**src/rtl/core/xbs_pkg.sv**
```systemverilog
package xbs_pkg;

    localparam int BLOCK_BYTES = 128;
    localparam int ADDR_W      = $clog2(BLOCK_BYTES);
    localparam int CNT_W       = 8;
    localparam int LENGTH_BITS = 24;
    localparam int RETRY_W     = 4;
    localparam int KIND_W      = 3;
    localparam int PHASE_W     = 3;

    // Position of the checksum byte within a frame.
    localparam logic [CNT_W-1:0] FRAME_LAST = CNT_W'(BLOCK_BYTES + 3);

    localparam logic [KIND_W-1:0] KIND_FILE    = 3'd0;
    localparam logic [KIND_W-1:0] KIND_LINK    = 3'd1;
    localparam logic [KIND_W-1:0] KIND_TIMEOUT = 3'd2;
    localparam logic [KIND_W-1:0] KIND_READY   = 3'd3;
    localparam logic [KIND_W-1:0] KIND_START   = 3'd4;

    localparam logic [PHASE_W-1:0] PH_POLL  = 3'd0;
    localparam logic [PHASE_W-1:0] PH_FILL  = 3'd1;
    localparam logic [PHASE_W-1:0] PH_SEND  = 3'd2;
    localparam logic [PHASE_W-1:0] PH_ACK   = 3'd3;
    localparam logic [PHASE_W-1:0] PH_EOT   = 3'd4;
    localparam logic [PHASE_W-1:0] PH_DONE  = 3'd5;
    localparam logic [PHASE_W-1:0] PH_ABORT = 3'd6;

    localparam logic [7:0] CH_SOH = 8'h01;
    localparam logic [7:0] CH_EOT = 8'h04;
    localparam logic [7:0] CH_ACK = 8'h06;
    localparam logic [7:0] CH_NAK = 8'h15;

    localparam logic [RETRY_W-1:0] RETRY_RESET = 4'd10;

    localparam logic CFG_FILE_LENGTH = 1'b0;
    localparam logic CFG_RETRY_LIMIT = 1'b1;

    // One result as it leaves the control unit; the data byte may still come
    // from the buffer read, which is registered and completes in the next cycle.
    typedef struct packed {
        logic               tx_valid;
        logic               use_mem;
        logic [7:0]         tx_byte;
        logic               frame_end;
        logic [PHASE_W-1:0] phase;
        logic [7:0]         block_tag;
    } xbs_res_t;

    typedef struct packed {
        logic              wr_en;
        logic [ADDR_W-1:0] wr_addr;
        logic [7:0]        wr_data;
        logic              rd_en;
        logic [ADDR_W-1:0] rd_addr;
    } xbs_mem_req_t;

endpackage

```
**src/rtl/core/xmodem_block_sender.sv**
```systemverilog
// Channel   Dir  Handshake          Payload
// s_        in   s_tvalid/s_tready  s_tdata: value; s_tuser: kind
// m_        out  m_tvalid/m_tready  m_tdata: tx_valid, tx_byte, phase, block_tag;
//                                   m_tlast: frame_end
// cfg_      in   cfg_wr_en          cfg_index, cfg_wdata
//
// Every request yields exactly one registered result; one is taken per cycle
// unless stalled. Control state sits in registers and the 128-byte block buffer
// in a synchronous RAM whose registered read data feeds the output stage directly.
// aresetn is synchronous and active low; it leaves the block in the done phase.
// s_tready follows the output register: a request is taken whenever the result
// register is empty or is being drained in the same cycle.
module xmodem_block_sender
    import xbs_pkg::*;
(
    input  logic                   aclk,
    input  logic                   aresetn,
    input  logic                   s_tvalid,
    output logic                   s_tready,
    input  logic [7:0]             s_tdata,   // [7:0] value
    input  logic [KIND_W-1:0]      s_tuser,   // [2:0] kind
    output logic                   m_tvalid,
    input  logic                   m_tready,
    output logic [23:0]            m_tdata,   // [0] tx_valid, [8:1] tx_byte,
                                              // [11:9] phase, [19:12] block_tag
    output logic                   m_tlast,   // frame_end
    input  logic                   cfg_wr_en,
    input  logic                   cfg_index,
    input  logic [LENGTH_BITS-1:0] cfg_wdata
);

    logic [LENGTH_BITS-1:0] file_length_reg;
    logic [RETRY_W-1:0]     retry_limit_reg;
    logic                   take;
    logic                   m_valid_reg;
    xbs_res_t               res;
    xbs_res_t               out_reg;
    xbs_mem_req_t           mem_req;
    logic [7:0]             rd_data;
    logic [7:0]             tx_byte;

    always_ff @(posedge aclk) begin
        if (!aresetn) begin
            file_length_reg <= '0;
            retry_limit_reg <= RETRY_RESET;
        end else if (cfg_wr_en) begin
            case (cfg_index)
                CFG_FILE_LENGTH: file_length_reg <= cfg_wdata;
                CFG_RETRY_LIMIT: retry_limit_reg <= cfg_wdata[RETRY_W-1:0];
                default: begin
                end
            endcase
        end
    end

    assign s_tready = !m_valid_reg || m_tready;
    assign take     = s_tvalid && s_tready;

    xbs_ctrl u_ctrl (
        .aclk        (aclk),
        .aresetn     (aresetn),
        .take        (take),
        .kind        (s_tuser),
        .value       (s_tdata),
        .file_length (file_length_reg),
        .retry_limit (retry_limit_reg),
        .mem_req     (mem_req),
        .res         (res)
    );

    xbs_buffer u_buffer (
        .aclk    (aclk),
        .req     (mem_req),
        .rd_data (rd_data)
    );

    always_ff @(posedge aclk) begin
        if (!aresetn) begin
            m_valid_reg <= 1'b0;
        end else if (s_tready) begin
            m_valid_reg <= take;
        end
    end

    always_ff @(posedge aclk) begin
        if (take) begin
            out_reg <= res;
        end
    end

    // The buffer read lands in the same cycle as the result it belongs to and
    // holds while the result is stalled, since reads happen only on a take.
    assign tx_byte  = out_reg.use_mem ? rd_data : out_reg.tx_byte;
    assign m_tvalid = m_valid_reg;
    assign m_tlast  = out_reg.frame_end;
    assign m_tdata  = {4'd0, out_reg.block_tag, out_reg.phase, tx_byte, out_reg.tx_valid};

    a_take_gives_result: assert property (@(posedge aclk) disable iff (!aresetn)
        take |=> m_valid_reg)
        else $error("accepted request produced no result");

    a_frame_end_sends: assert property (@(posedge aclk) disable iff (!aresetn)
        m_valid_reg && out_reg.frame_end |-> out_reg.tx_valid && !out_reg.use_mem)
        else $error("frame end without a transmitted constant byte");

    a_idle_byte_zero: assert property (@(posedge aclk) disable iff (!aresetn)
        m_valid_reg && !out_reg.tx_valid |-> tx_byte == 8'd0)
        else $error("byte present on a result without transmission");

    a_mem_only_sending: assert property (@(posedge aclk) disable iff (!aresetn)
        mem_req.rd_en |-> take && !mem_req.wr_en && res.phase == PH_SEND)
        else $error("buffer read outside frame transmission");

endmodule

```
**src/rtl/core/xbs_buffer.sv**
```systemverilog
module xbs_buffer
    import xbs_pkg::*;
(
    input  logic         aclk,
    input  xbs_mem_req_t req,
    output logic [7:0]   rd_data
);

    logic [7:0] mem [BLOCK_BYTES];

    always_ff @(posedge aclk) begin
        if (req.wr_en) begin
            mem[req.wr_addr] <= req.wr_data;
        end
    end

    always_ff @(posedge aclk) begin
        if (req.rd_en) begin
            rd_data <= mem[req.rd_addr];
        end
    end

endmodule

```
**src/rtl/core/xbs_ctrl.sv**
```systemverilog
module xbs_ctrl
    import xbs_pkg::*;
(
    input  logic                   aclk,
    input  logic                   aresetn,
    input  logic                   take,
    input  logic [KIND_W-1:0]      kind,
    input  logic [7:0]             value,
    input  logic [LENGTH_BITS-1:0] file_length,
    input  logic [RETRY_W-1:0]     retry_limit,
    output xbs_mem_req_t           mem_req,
    output xbs_res_t               res
);

    logic [PHASE_W-1:0]     phase_reg, phase_next;
    logic [RETRY_W-1:0]     retries_reg, retries_next;
    logic [7:0]             block_reg, block_next;
    logic [7:0]             sum_reg, sum_next;
    logic [CNT_W-1:0]       fill_reg, fill_next;
    logic [CNT_W-1:0]       pos_reg, pos_next;
    logic [LENGTH_BITS-1:0] taken_reg, taken_next;

    always_comb begin
        logic [CNT_W-1:0] d;
        logic             is_fail;

        d            = pos_reg - CNT_W'(3);
        is_fail      = (kind inside {KIND_LINK, KIND_TIMEOUT});
        phase_next   = phase_reg;
        retries_next = retries_reg;
        block_next   = block_reg;
        sum_next     = sum_reg;
        fill_next    = fill_reg;
        pos_next     = pos_reg;
        taken_next   = taken_reg;
        mem_req      = '0;
        mem_req.wr_addr = fill_reg[ADDR_W-1:0];
        mem_req.wr_data = value;
        mem_req.rd_addr = d[ADDR_W-1:0];
        res          = '0;

        if (take) begin
            if (kind == KIND_START) begin
                block_next   = 8'd1;
                retries_next = retry_limit;
                taken_next   = '0;
                fill_next    = '0;
                sum_next     = '0;
                pos_next     = '0;
                phase_next   = PH_POLL;
            end else begin
                case (phase_reg)
                    PH_POLL: begin
                        if (kind == KIND_LINK && value == CH_NAK) begin
                            fill_next  = '0;
                            sum_next   = '0;
                            pos_next   = '0;
                            phase_next = (taken_reg < file_length) ? PH_FILL : PH_EOT;
                        end else if (is_fail) begin
                            if (retries_reg <= RETRY_W'(1)) begin
                                retries_next = '0;
                                phase_next   = PH_ABORT;
                            end else begin
                                retries_next = retries_reg - RETRY_W'(1);
                            end
                        end
                    end
                    PH_FILL: begin
                        if (kind == KIND_FILE) begin
                            if (fill_reg < CNT_W'(BLOCK_BYTES)) begin
                                mem_req.wr_en = 1'b1;
                                fill_next     = fill_reg + CNT_W'(1);
                            end
                            sum_next   = sum_reg + value;
                            taken_next = taken_reg + LENGTH_BITS'(1);
                            if (fill_next >= CNT_W'(BLOCK_BYTES) ||
                                taken_next >= file_length) begin
                                pos_next     = '0;
                                retries_next = retry_limit;
                                phase_next   = PH_SEND;
                            end
                        end
                    end
                    PH_SEND: begin
                        if (kind == KIND_READY) begin
                            res.tx_valid = 1'b1;
                            if (pos_reg == CNT_W'(0)) begin
                                res.tx_byte = CH_SOH;
                            end else if (pos_reg == CNT_W'(1)) begin
                                res.tx_byte = block_reg;
                            end else if (pos_reg == CNT_W'(2)) begin
                                res.tx_byte = ~block_reg;
                            end else if (pos_reg < FRAME_LAST) begin
                                // Bytes past the end of the file are sent as zero.
                                if (d < fill_reg) begin
                                    mem_req.rd_en = 1'b1;
                                    res.use_mem   = 1'b1;
                                end
                            end else begin
                                res.tx_byte   = sum_reg;
                                res.frame_end = 1'b1;
                            end
                            if (pos_reg >= FRAME_LAST) begin
                                pos_next   = '0;
                                phase_next = PH_ACK;
                            end else begin
                                pos_next = pos_reg + CNT_W'(1);
                            end
                        end
                    end
                    PH_ACK: begin
                        if (kind == KIND_LINK && value == CH_ACK) begin
                            block_next = (block_reg == 8'hFF) ? 8'd1 : block_reg + 8'd1;
                            fill_next  = '0;
                            sum_next   = '0;
                            pos_next   = '0;
                            phase_next = (taken_reg < file_length) ? PH_FILL : PH_EOT;
                        end else if (is_fail) begin
                            if (retries_reg <= RETRY_W'(1)) begin
                                retries_next = '0;
                                phase_next   = PH_ABORT;
                            end else begin
                                retries_next = retries_reg - RETRY_W'(1);
                                pos_next     = '0;
                                phase_next   = PH_SEND;
                            end
                        end
                    end
                    PH_EOT: begin
                        if (kind == KIND_READY) begin
                            res.tx_valid  = 1'b1;
                            res.tx_byte   = CH_EOT;
                            res.frame_end = 1'b1;
                            phase_next    = PH_DONE;
                        end
                    end
                    default: begin
                    end
                endcase
            end
        end

        res.phase     = phase_next;
        res.block_tag = block_next;
    end

    always_ff @(posedge aclk) begin
        if (!aresetn) begin
            phase_reg   <= PH_DONE;
            retries_reg <= '0;
            block_reg   <= 8'd1;
            sum_reg     <= '0;
            fill_reg    <= '0;
            pos_reg     <= '0;
            taken_reg   <= '0;
        end else begin
            phase_reg   <= phase_next;
            retries_reg <= retries_next;
            block_reg   <= block_next;
            sum_reg     <= sum_next;
            fill_reg    <= fill_next;
            pos_reg     <= pos_next;
            taken_reg   <= taken_next;
        end
    end

endmodule
```
**config.mk**
```make
export PLATFORM = sky130hd
export DESIGN_NAME = xmodem_block_sender
export DESIGN_NICKNAME = d
export VERILOG_FILES = /design/src/rtl/core/xbs_pkg.sv /design/src/rtl/core/xmodem_block_sender.sv /design/src/rtl/core/xbs_buffer.sv /design/src/rtl/core/xbs_ctrl.sv
export SDC_FILE = /design/constraint.sdc
export NUM_CORES = 1
export LEC_CHECK = 0
export BUFFER_PORTS_ARGS = -buffer_cell sky130_fd_sc_hd__buf_2
export CORE_MARGIN = 2
export CORE_UTILIZATION = 56
export DETAILED_ROUTE_END_ITERATION = 12
export PLACE_DENSITY = 0.73
export RECOVER_POWER = 50
export SYNTH_ARGS = -nofsm -noshare
export SYNTH_HDL_FRONTEND = slang
export SYNTH_SLANG_ARGS = --single-unit
```
**constraint.sdc**
```tcl
create_clock -name aclk -period 5 [get_ports aclk]
set_clock_uncertainty 0.1 [all_clocks]
set_input_delay 0.5 -clock aclk [delete_from_list [all_inputs] [get_ports aclk]]
set_output_delay 0.5 -clock aclk [all_outputs]
set_load 0.01 [all_outputs]
```
==> run metrics <==
flop and latch count out of synthesis 1,146; wl on met1 42.58 mm; Max FO, Critical Path 54; synth warn 0; Top Ports 68; share of the synthesized area in the top cell type 66.82%; # Max-Cap Violations 14; Levels on crit path 9; final-stage net count approximately 3,000; Area growth syn-to-layout 11.47%; initial antenna violation count 1; post-CTS sizing 0; Antenna Cells 0; hold crit path type input pin to flop; Leak Pwr 16.74 nW; CTS buffer count 110; CP Capture Type flop; worst hold start m_tready; Slew Limit Fails just under 900; fmax 223.3 MHz; Worst R2R Start m_tvalid; Placer Congestion 0.8935; Max IR drop VDD 0.3592 mV; share of synthesized registers carrying an async set or reset 0%; syn_area_per_cell between 15 and 20 um^2; cell family with most CP delay buffers and inverters; min Tclk post-route 4.478 ns; Period Utilization, post-route approximately nine tenths; Row Count 106; P per Cell Area around 360 nW/um^2; first-pass GRT wire length 165.9 mm; setup TNS 0 ns; TritonRoute pass-1 iters 6; Area contributors post-synth edfxtp_1, mux4_2, dfxtp_1; CTS tree yes; Starting Density a little under three fifths; Rel. slew slack -139.4%; # DRC 0; largest area contributor in the netlist edfxtp_1; vias in the first global route 26,263; CTS sink cnt between 1,000 and 1,500; Finish-stage setup viols 0; Slew @ Worst Pin 3.591 ns; crit start category input pin; Worst Setup Slack post-DPL 0.9179 ns; RSZ-0062 raised after global routing false; CP bufs+invs 2; CP most frequent cell a31oi_1; Bufs on Longest Clock Path 3; R2R depth 9; met2 wire len 54.68 mm; DR iter-0 viols 3,011; worst hold path stage count 3; Worst-path clk slew 0.06 ns; synthesized cell area 47,370 um^2; routed wl met3 between 9 and 10 mm; outcome complete, but fails checks; Critical path origin s_tdata[5]; WL final 110.8 mm; drt wl/cell 26.79 um; unique cell type count in the Yosys netlist 75; largest net degree at the start of global routing 100; Routed Antenna Nets 0; CP max stage delay around 2.2 ns; # port buffers 63; H-tree level count 3; violated checks capacitance limit, slew limit; post-synthesis sequential area ratio 70.71%; CP cell instances clkbuf_1, nor4b_4, a31oi_1, o21ai_0, a31oi_1, a31oi_1, buf_4, nor2_1, a221o_1; slowest CP cell clkbuf_1; clock root buffer master clkbuf_16; Final Hold Viols 0; worst skew pair latency 0.70 ns; vertical die dimension 294.8 um; Vias ~26,000; Post-Synthesis Cells roughly 2,800; total core area around 84,000 um^2; die footprint 86,930 um^2; prevailing post-synth register cell edfxtp_1; total gr overflow 0; final setup margin 0.5224 ns; top sig layer met5; Vias/cell around 6.3; CP required 5.52 ns; number of synthesized flops with an enable pin ~1,100; share of layout cells above drive strength 1 18.12%; Die Wd ~290 um; HPWL Detailed 67.98 mm; max reg flops about 1,000; overall routing resource usage between 20 and 30%; Setup Crit Path Kind input pin to flop; Data arrival, critical path about 5 ns
layout make-up:
cell class / count / area (um^2)
inverters: 50 / 188.9
clock inverters: 70 / 809.5
well taps: 1134 / 1419
multi-input cells: 1454 / 12980
clock buffers: 133 / 2859
fillers: 5698 / 30890
repair buffers: 150 / 1046
flip-flops and latches: 1146 / 33500
repair_timing:
action / in CTS / in global routing
setup buffers: 0 / 0
hold endpoints to repair: 30 / 0
hold buffers: 28 / 0
metrics by stage:
stage / hold WS, ns / total power, mW / cells / area, um^2 / utilization, %
finish: 0.05196 / 19.22 / 4137 / 52800 / 63.09
global route: 0.05862 / 19.70 / 4137 / 52800 / 63.09
CTS: 0.01945 / 19.31 / 4137 / 52900 / 63.22
detailed placement: 0.3467 / 11.04 / 3906 / 48960 / 58.50
global placement: 0.3462 / 11.02 / 3906 / 48960 / 58.50
floorplan: 0.3363 / 10.81 / 2812 / 47380 / -
layer usage:
layer | vias up | track usage [%]
li1 | 11253 | -
met1 | 13363 | 35.41
met2 | 1377 | 42.36
met3 | 239 | 4.336
met4 | 2 | 9.408
met5 | - | 0
synth_stat cells, types with 23 or more instances:
cell type  count
nand3_1      102
clkbuf_1      73
a21oi_1      105
nor3_1        38
mux4_2       276
nor2_1       227
mux2i_1       23
inv_1         47
ha_1          71
xnor2_1       27
edfxtp_1    1054
nand2_1      269
dfxtp_1       92
buf_2         55
o21ai_0       50
kinds of logic (layout without fill, tap and decap cells):
logic type	Yosys count	count (layout)	synth area share, %
flip-flops	1146	1146	70.71
XOR/XNOR	43	43	0.7951
buffers and inverters	212	403	1.976
adder cells (fa/ha/maj)	73	73	1.939
multiplexers	307	307	13.80
AND/OR/NAND/NOR	743	743	6.979
other	1	4	0.007917
AO/OA/AOI/OAI	284	284	3.798
power breakdown:
part           internal, mW  leakage, nW  switching (mW)  total [mW]
combinational        0.0791         4.73           0.274       0.353
sequential             10.5         10.2          0.0140        10.5
clock                  4.82         1.78            3.56        8.37
total                  15.4         16.7            3.84        19.2
cells in the final DEF (no fill, tap or decap), types with 9 or more instances in the layout:
master,n
a21o_1,17
nor3_1,38
nor2b_1,11
ha_1,70
and2_1,15
nand4_1,20
a211oi_1,9
mux4_2,276
dlygate4sd3_1,28
nand3_1,103
inv_1,46
xor2_1,15
nand2_1,269
buf_4,40
o211ai_1,14
xnor2_1,25
clkbuf_1,61
edfxtp_1,1054
mux2i_1,23
clkinv_2,22
or3_1,11
a22oi_1,9
nor2_1,227
clkbuf_16,110
buf_2,31
o21ai_0,51
and3_1,11
dfxtp_1,91
a21oi_1,105
o21a_1,10
clkinv_1,20
bufinv_16,14
worst reg2reg max path, delay by kind of cell (launching register included):
| family | cells | cell delay [ns] |
|---|---|---|
| buf+inv | 4 | 1.91 |
| flops | 1 | 0.31 |
| simple gates | 5 | 1.61 |
path summary, 6_finish.rpt:
kind | to | slack [ns]
hold reg to reg | file_length_reg[6] | 0.36
setup / recovery | u_ctrl.pos_reg[4] | 0.52
hold / removal | m_tvalid | 0.05
setup reg to reg | u_buffer.mem[100][4] | 0.70
No activity file was read; power rests on OpenSTA's default activity.
